$ cat config.mk
export PLATFORM = sky130hd
export DESIGN_NAME = iir6_direct_form2_q15_top
export DESIGN_NICKNAME = d
export VERILOG_FILES = /design/src/iir6_pkg.sv /design/src/iir6_direct_form2_q15_top.sv
export VERILOG_INCLUDE_DIRS = /design/src /design/src/src
export SDC_FILE = /design/constraint.sdc
export NUM_CORES = 2
export LEC_CHECK = 0
export ABC_AREA = 1
export BUFFER_PORTS_ARGS = -buffer_cell sky130_fd_sc_hd__buf_2
export CAP_MARGIN = 40
export CORE_MARGIN = 4
export CORE_UTILIZATION = 60
export CTS_CLUSTER_DIAMETER = 30
export DETAILED_ROUTE_END_ITERATION = 16
export PLACE_DENSITY_LB_ADDON = 0.1
export SKIP_LAST_GASP = 1
export SLEW_MARGIN = 20
export SYNTH_ARGS = -nofsm -noshare
export SYNTH_HDL_FRONTEND = slang
export SYNTH_SLANG_ARGS = --single-unit
$ cat constraint.sdc
create_clock -name clk -period 12.65 [get_ports clk]
set_input_delay 1.8975 -clock clk [delete_from_list [all_inputs] [get_ports clk]]
set_output_delay 1.8975 -clock clk [all_outputs]
set_load 0.02 [all_outputs]
$ cat src/iir6_direct_form2_q15_top_macros.svh
// ----------------------------------------------------------------------------
// Assertion macros for the sixth-order Q15 IIR filter
// Each macro builds one labeled concurrent assertion on clk, disabled in rst.
// ----------------------------------------------------------------------------
`ifndef IIR6_DIRECT_FORM2_Q15_TOP_MACROS_SVH
`define IIR6_DIRECT_FORM2_Q15_TOP_MACROS_SVH

// Check that cons holds in the same cycle whenever ante holds
`define IIR6_ASSERT_SAME(lbl, ante, cons, msg) \
  lbl: assert property (@(posedge clk) disable iff (rst) (ante) |-> (cons)) \
    else $error(msg);

// Check that cons holds in the cycle after ante holds
`define IIR6_ASSERT_NEXT(lbl, ante, cons, msg) \
  lbl: assert property (@(posedge clk) disable iff (rst) (ante) |=> (cons)) \
    else $error(msg);

`endif

$ cat src/iir6_pkg.sv
// ----------------------------------------------------------------------------
// iir6_pkg
// Types, constants and fixed-point helpers for the sixth-order Q15 IIR filter.
// ----------------------------------------------------------------------------
`default_nettype none

package iir6_pkg;

  localparam int TAPS      = 6;
  localparam int FRAC_BITS = 15;
  localparam int ROUND_HALF = 1 << 14;

  // Configuration register indexes
  typedef enum logic [2:0] {
    CFG_FF_LOW  = 3'd0,
    CFG_FF_HIGH = 3'd1,
    CFG_FB_LOW  = 3'd2,
    CFG_FB_HIGH = 3'd3
  } cfg_reg_t;

  // Sequencer states
  typedef enum logic [1:0] {
    ST_IDLE,
    ST_RUN,
    ST_FINISH
  } state_t;

  // Step counter landmarks: feedback products, b0*w, feedforward products
  localparam logic [3:0] STEP_FB_LAST  = 4'd5;
  localparam logic [3:0] STEP_FB_ACC   = 4'd6;
  localparam logic [3:0] STEP_B0       = 4'd7;
  localparam logic [3:0] STEP_FF_FIRST = 4'd8;
  localparam logic [3:0] STEP_FF_LAST  = 4'd13;
  localparam logic [3:0] STEP_LAST     = 4'd14;

  // Clamp an 18-bit signed value to 16 bits
  function automatic logic signed [15:0] sat16(input logic signed [17:0] v);
    logic signed [15:0] r;
    if (v > 18'sd32767) begin
      r = 16'sh7fff;
    end else if (v < -18'sd32768) begin
      r = 16'sh8000;
    end else begin
      r = v[15:0];
    end
    return r;
  endfunction

  // Round a Q30 product to Q15: add half, floor shift, saturate
  function automatic logic signed [15:0] q15_round(input logic signed [31:0] p);
    logic signed [32:0] r;
    r = $signed({p[31], p}) + 33'(ROUND_HALF);
    return sat16(r[32:FRAC_BITS]);
  endfunction

  // Saturating 16-bit add
  function automatic logic signed [15:0] sat_add(input logic signed [15:0] a,
                                                 input logic signed [15:0] b);
    logic signed [17:0] s;
    s = $signed({{2{a[15]}}, a}) + $signed({{2{b[15]}}, b});
    return sat16(s);
  endfunction

endpackage

`default_nettype wire

$ cat src/iir6_direct_form2_q15_top.sv
// ----------------------------------------------------------------------------
// iir6_direct_form2_q15_top
// A request is taken only in the idle state; the run then steps through the
// feedback products, b0*w and the feedforward products on the single shared
// 16x16 multiplier that serves all thirteen products in turn, then a finish
// step. A new request is not taken before the last result is handed off. A
// stalled result holds the finish step.
// Reset (rst, synchronous): coefficients and the six-deep history clear to zero.
// Sixth-order direct form II IIR filter, Q15, with a shared multiplier.
// ----------------------------------------------------------------------------
`default_nettype none

`include "iir6_direct_form2_q15_top_macros.svh"

module iir6_direct_form2_q15_top (
  input  wire logic               clk,
  input  wire logic               rst,
  // sample request
  input  wire logic               in_valid,
  output logic                    in_ready,
  input  wire logic signed [15:0] sample_in,
  // result
  output logic                    out_valid,
  input  wire logic               out_ready,
  output logic signed [15:0]      sample_out,
  // configuration writes
  input  wire logic               cfg_valid,
  output logic                    cfg_ready,
  input  wire logic [2:0]         cfg_index,
  input  wire logic [63:0]        cfg_data
);

  // Coefficient registers
  logic [63:0] ff_low;
  logic [47:0] ff_high;
  logic [63:0] fb_low;
  logic [31:0] fb_high;

  iir6_pkg::state_t state, state_next;
  logic [3:0]  cnt, cnt_next;

  logic signed [15:0] hist [iir6_pkg::TAPS];
  logic signed [15:0] w_acc;
  logic signed [15:0] y_acc;
  logic signed [31:0] prod;

  logic signed [15:0] a_coef [iir6_pkg::TAPS];
  logic signed [15:0] b_coef [iir6_pkg::TAPS + 1];
  logic signed [15:0] mul_c;
  logic signed [15:0] mul_d;
  logic signed [15:0] prod_q;
  logic               in_take;
  logic               out_load;

  assign cfg_ready = 1'b1;
  assign in_take   = in_valid && in_ready;

  // Write configuration registers; ignore unknown indexes
  always_ff @(posedge clk) begin
    if (rst) begin
      ff_low  <= '0;
      ff_high <= '0;
      fb_low  <= '0;
      fb_high <= '0;
    end else if (cfg_valid) begin
      unique case (cfg_index)
        iir6_pkg::CFG_FF_LOW:  ff_low  <= cfg_data;
        iir6_pkg::CFG_FF_HIGH: ff_high <= cfg_data[47:0];
        iir6_pkg::CFG_FB_LOW:  fb_low  <= cfg_data;
        iir6_pkg::CFG_FB_HIGH: fb_high <= cfg_data[31:0];
        default: ;
      endcase
    end
  end

  // Unpack coefficients
  always_comb begin
    a_coef[0] = fb_low[15:0];
    a_coef[1] = fb_low[31:16];
    a_coef[2] = fb_low[47:32];
    a_coef[3] = fb_low[63:48];
    a_coef[4] = fb_high[15:0];
    a_coef[5] = fb_high[31:16];
    b_coef[0] = ff_low[15:0];
    b_coef[1] = ff_low[31:16];
    b_coef[2] = ff_low[47:32];
    b_coef[3] = ff_low[63:48];
    b_coef[4] = ff_high[15:0];
    b_coef[5] = ff_high[31:16];
    b_coef[6] = ff_high[47:32];
  end

  // Select multiplier operands for the current step
  always_comb begin
    mul_c = '0;
    mul_d = '0;
    if (state == iir6_pkg::ST_RUN) begin
      if (cnt <= iir6_pkg::STEP_FB_LAST) begin
        mul_c = -a_coef[cnt[2:0]];
        mul_d = hist[cnt[2:0]];
      end else if (cnt == iir6_pkg::STEP_B0) begin
        mul_c = b_coef[0];
        mul_d = w_acc;
      end else if (cnt >= iir6_pkg::STEP_FF_FIRST && cnt <= iir6_pkg::STEP_FF_LAST) begin
        mul_c = b_coef[3'(cnt[2:0] + 3'd1)];
        mul_d = hist[cnt[2:0]];
      end
    end
  end

  // Shared multiplier, registered
  always_ff @(posedge clk) begin
    prod <= mul_c * mul_d;
  end

  assign prod_q = iir6_pkg::q15_round(prod);

  // Sequencer state register
  always_ff @(posedge clk) begin
    if (rst) begin
      state <= iir6_pkg::ST_IDLE;
      cnt   <= '0;
    end else begin
      state <= state_next;
      cnt   <= cnt_next;
    end
  end

  // Next state, handshake outputs
  always_comb begin
    state_next = state;
    cnt_next   = cnt;
    in_ready   = 1'b0;
    out_load   = 1'b0;
    unique case (state)
      iir6_pkg::ST_IDLE: begin
        in_ready = 1'b1;
        if (in_valid) begin
          state_next = iir6_pkg::ST_RUN;
          cnt_next   = '0;
        end
      end
      iir6_pkg::ST_RUN: begin
        cnt_next = cnt + 4'd1;
        if (cnt == iir6_pkg::STEP_LAST) begin
          state_next = iir6_pkg::ST_FINISH;
        end
      end
      iir6_pkg::ST_FINISH: begin
        // hold until the output register is free
        if (!out_valid || out_ready) begin
          out_load   = 1'b1;
          state_next = iir6_pkg::ST_IDLE;
        end
      end
      default: state_next = iir6_pkg::ST_IDLE;
    endcase
  end

  // Accumulate w over feedback steps, then y over feedforward steps
  always_ff @(posedge clk) begin
    if (in_take) begin
      w_acc <= sample_in;
    end else if (state == iir6_pkg::ST_RUN) begin
      if (cnt >= 4'd1 && cnt <= iir6_pkg::STEP_FB_ACC) begin
        w_acc <= iir6_pkg::sat_add(w_acc, prod_q);
      end
      if (cnt == iir6_pkg::STEP_FF_FIRST) begin
        y_acc <= prod_q;
      end else if (cnt > iir6_pkg::STEP_FF_FIRST && cnt <= iir6_pkg::STEP_LAST) begin
        y_acc <= iir6_pkg::sat_add(y_acc, prod_q);
      end
    end
  end

  // Advance history when the result is handed off
  always_ff @(posedge clk) begin
    if (rst) begin
      for (int i = 0; i < iir6_pkg::TAPS; i++) begin
        hist[i] <= '0;
      end
    end else if (out_load) begin
      for (int i = iir6_pkg::TAPS - 1; i > 0; i--) begin
        hist[i] <= hist[i - 1];
      end
      hist[0] <= w_acc;
    end
  end

  // Output register
  always_ff @(posedge clk) begin
    if (rst) begin
      out_valid <= 1'b0;
    end else if (out_load) begin
      out_valid <= 1'b1;
    end else if (out_ready) begin
      out_valid <= 1'b0;
    end
  end

  always_ff @(posedge clk) begin
    if (out_load) begin
      sample_out <= y_acc;
    end
  end

  // Checks
  `IIR6_ASSERT_NEXT(a_start_run, in_valid && in_ready,
    state == iir6_pkg::ST_RUN && cnt == 4'd0, "accepted request did not start run")
  `IIR6_ASSERT_SAME(a_rose_from_finish, $rose(out_valid),
    $past(state) == iir6_pkg::ST_FINISH, "result appeared without finish step")
  `IIR6_ASSERT_NEXT(a_load_value, out_load,
    out_valid && sample_out == $past(y_acc), "result register did not take y")
  `IIR6_ASSERT_SAME(a_cnt_bound, state == iir6_pkg::ST_RUN,
    cnt <= iir6_pkg::STEP_LAST, "step counter overran")

endmodule

`default_nettype wire

==> run_results.csv <==
group,metric,value,unit
synthesis,synth_cells,3686,
cells_and_area,nFillCells,3887,
sta,finClkSkew,0.0546,ns
clock_tree,post_cts_resized,0,
global_route,grt_pass1_vias,25300,
sta,hold_slack,0.442,ns
placed_design,portBuffers,105,
clock_tree,clk_latency,0.64,ns
synthesis,yosys.area.top_type,"fa_1",
critical_path,r2r_slack,2.85,ns
global_route,grt_busiest_layer,"met2",
floorplan,row_count,80,
synthesis,yosysSeqAreaShare,31.4,%
clock_tree,root_buffer,"clkbuf_16",
global_route,track_usage,33.6,%
min_path,hold_path_class,"reg2reg",
floorplan,ios,107,
detailed_routing,drc,0,
clock_tree,ctsHtreeMaxLevel,3,
critical_path,worstSetupPathType,"reg2reg",
floorplan,dieArea,51600,sq um
synthesis,synth_top_area_share,18.3,%
synthesis,ys_types,57,
global_route,grtUsageMet1,44.1,%
sta,finalSetupViolations,0,
synthesis,yosys_most_used_dff,"dfxtp_1",
sta,post-route-period-util,77.5,%
clock_tree,post-cts-setup-buffers,0,
floorplan,die_w,227,microns
sta,finalHoldViolCount,0,
min_path,whs_path_depth,2,
critical_path,critPathRequiredTime,13.15,ns
synthesis,avgSynthCellArea,7.83,sq um
sta,tns,0,ns
clock_tree,cts_buffer_depth,3,
pwr,peakVddDrop,141,uV
pwr,finalPower,6.05,mW
cells_and_area,final_nets,4218,
critical_path,cp-start-kind,"register",
sta,maxSlewHeadroom,42.6,%
critical_path,crit_fanout,59,
critical_path,worstPathArrival,10.30,ns
pwr,p_leak,14.7,nW
detailed_routing,drt_wl_total,85700,microns
pwr,pwr_density_cell,184,nW/um^2
cells_and_area,fin_util,69.2,%
global_route,grt_overflow,0,
detailed_routing,drt-initial-drc-count,2652,
sta,rsz0062_at_grt,"no",
global_route,grt_pass1_wl,135000,microns
detailed_routing,wire_per_inst,19.3,microns
detailed_routing,drt.antenna.violating_nets,0,
critical_path,endpoint,"prod[30]$_DFF_P_",
global_route,grt_max_degree,113,
floorplan,die_y,227,microns
clock_tree,cts_sinks,380,
placed_design,place.gp.congestion,0.974,
outcome,outcome,"finished, final reports clean",
critical_path,worst_path_most_repeated_cell,"fa_1",
floorplan,core_area,47600,sq um
sta,slew_viol_final,0,
synthesis,async_flop_share,0,%
placed_design,dp_hpwl,62300,microns
cells_and_area,drive_above_1_share,9.39,%
clock_tree,hold_buffers,0,
detailed_routing,dr.pass1.iters,6,
synthesis,ys_top_cells_by_area,"fa_1 (18%), dfxtp_1 (16%), edfxtp_1 (15%)",
detailed_routing,vias_per_cell,5.69,
floorplan,initial_core_util,60.5,%
global_route,gr-usage-met2,52.4,%
global_route,antenna_found_initial,5,
synthesis,ys_seq_elements,380,
critical_path,cp-end-kind,"register",
critical_path,worstSetupStartpoint,"cnt[0]$_SDFFE_PP0P_",
sta,fmax,102,MHz
critical_path,r2r_start,"cnt[0]$_SDFFE_PP0P_",
clock_tree,clkTransAtPathRegs,0.05,ns
critical_path,worstReg2RegEnd,"prod[30]$_DFF_P_",
critical_path,slowest_stage,"fa_1",
job,maxCapViolCount,0,
sta,tightestPinTransition,0.851,ns
critical_path,reg2reg_depth,26,
clock_tree,cts_tree,"done",
global_route,use_met3,9.22,%
synthesis,netlist_area,28800,sq um
synthesis,synth_fp_nets,4154,
detailed_routing,vias,25300,
critical_path,cp_slowest_stage_delay,0.92,ns
cells_and_area,syn_to_final_growth,14.3,%
clock_tree,cts_buffers,86,
synthesis,yosys_warnings,0,
synthesis,synth_edf_count,144,
sta,min_period,9.80,ns
==> kinds of logic after synthesis <==
| kind of cell | after synthesis | share of synthesized area (%) |
|---|---|---|
| xor+xnor | 65 | 1.97 |
| simple gates | 1259 | 17.5 |
| buf+inv | 818 | 11.2 |
| flops | 380 | 31.4 |
| fa+ha+maj | 380 | 23.3 |
| other cells | 1 | 0.0130 |
| compound gates | 783 | 14.6 |
==> worst max-delay path: cells and delay by family (launching register included) <==
| family | cells | cell delay [ns] |
|---|---|---|
| compound gates | 6 | 1.78 |
| fa+ha+maj | 8 | 4.37 |
| buf+inv | 5 | 1.54 |
| flops | 1 | 0.81 |
| simple gates | 7 | 1.11 |
==> per-layer routing <==
metal / share of wire (%) / wire length [microns] / vias up
met3: 9.4 / 8060 / 258
met4: 4.8 / 4130 / 4
li1: - / - / 11800
met5: 0.033 / 28 / -
met1: 41 / 34900 / 12100
met2: 45 / 38600 / 1110
==> through the flow <==
step           setup slack [ns]  instance area [sq um]  cells
5_1_grt                    2.17                  33000   4441
3_5_place_dp               2.99                  29700   4273
4_1_cts                    2.90                  32900   4435
2_1_floorplan              3.27                  28800   3686
6_report                   2.85                  33000   4442
3_3_place_gp               3.24                  29600   4269
==> power breakdown <==
group / total (mW) / switching (mW) / internal [mW] / leakage, nW
combinational: 2.16 / 1.41 / 0.748 / 9.82
clock: 2.38 / 0.768 / 1.62 / 1.51
sequential: 1.51 / 0.0871 / 1.43 / 3.35
total: 6.05 / 2.26 / 3.79 / 14.7
==> sequential cells by signal, summed over array words and instances (netlist names), 2 cells and up, named ones only <==
name,cells
w_acc,16
fb_high,32
state,2
sample_out,16
cnt,4
y_acc,16
ff_low,64
ff_high,48
fb_low,64
prod,18
hist,96
==> cell usage in the layout, fill, tap and decap left out, types with 4 or more instances in the layout <==
cell type / n
nor3_1: 16
ha_1: 117
inv_6: 4
xnor2_1: 25
buf_4: 28
nand2_2: 15
nand2_1: 385
clkinv_1: 13
clkbuf_1: 8
clkbuf_16: 92
o21ai_0: 362
clkbuf_8: 10
edfxtp_1: 144
nand3b_1: 5
bufinv_16: 11
a31oi_1: 53
a21oi_1: 237
buf_2: 106
o211ai_1: 28
nand3_1: 78
clkinv_16: 4
clkinvlp_4: 13
nor2_1: 718
nand4_1: 9
o21a_1: 5
nor2_4: 4
nor2_2: 10
fa_1: 263
buf_16: 5
inv_2: 16
nand3_2: 5
o22ai_1: 18
o21ai_1: 43
a211oi_1: 14
xor2_1: 40
dfxtp_1: 235
clkinv_2: 10
inv_1: 628
==> area by class of cell <==
cell class	instances	area [sq um]	share of cell area (%)
Antenna cell	3	7.51	0.0228
Clock buffer	110	2470	7.49
Clock inverter	52	704	2.14
Inverter	653	2450	7.44
Multi-Input combinational cell	2488	16600	50.4
Sequential cell	380	9050	27.4
Tap cell	615	769	2.33
Timing Repair Buffer	141	901	2.73
==> Yosys cell counts (all sizes together) (3+ instances only) <==
library cell	number
o31ai	5
a21boi	3
nor3	17
edfxtp	144
buf	55
o21ai	408
nand4	9
dfxtp	236
a31oi	53
a211oi	14
inv	645
fa	263
nor2	732
xnor2	25
o21a	5
xor2	40
clkbuf	110
nand2	403
o211ai	28
a21oi	238
clkinv	8
ha	117
nor4	3
nand3b	5
o22ai	18
nand3	84
==> worst min path at each step <==
stage                                   startpoint                  endpoint  slack [ns]
after floorplan           fb_high[10]$_SDFFE_PP0P_  fb_high[10]$_SDFFE_PP0P_        0.42
after global placement    fb_high[10]$_SDFFE_PP0P_  fb_high[10]$_SDFFE_PP0P_        0.43
after detailed placement  fb_high[25]$_SDFFE_PP0P_  fb_high[25]$_SDFFE_PP0P_        0.44
after CTS                 fb_high[25]$_SDFFE_PP0P_  fb_high[25]$_SDFFE_PP0P_        0.44
after global routing       ff_low[19]$_SDFFE_PP0P_   ff_low[19]$_SDFFE_PP0P_        0.46
final                      ff_low[37]$_SDFFE_PP0P_   ff_low[37]$_SDFFE_PP0P_        0.44
(Power assumes the default switching activity.)
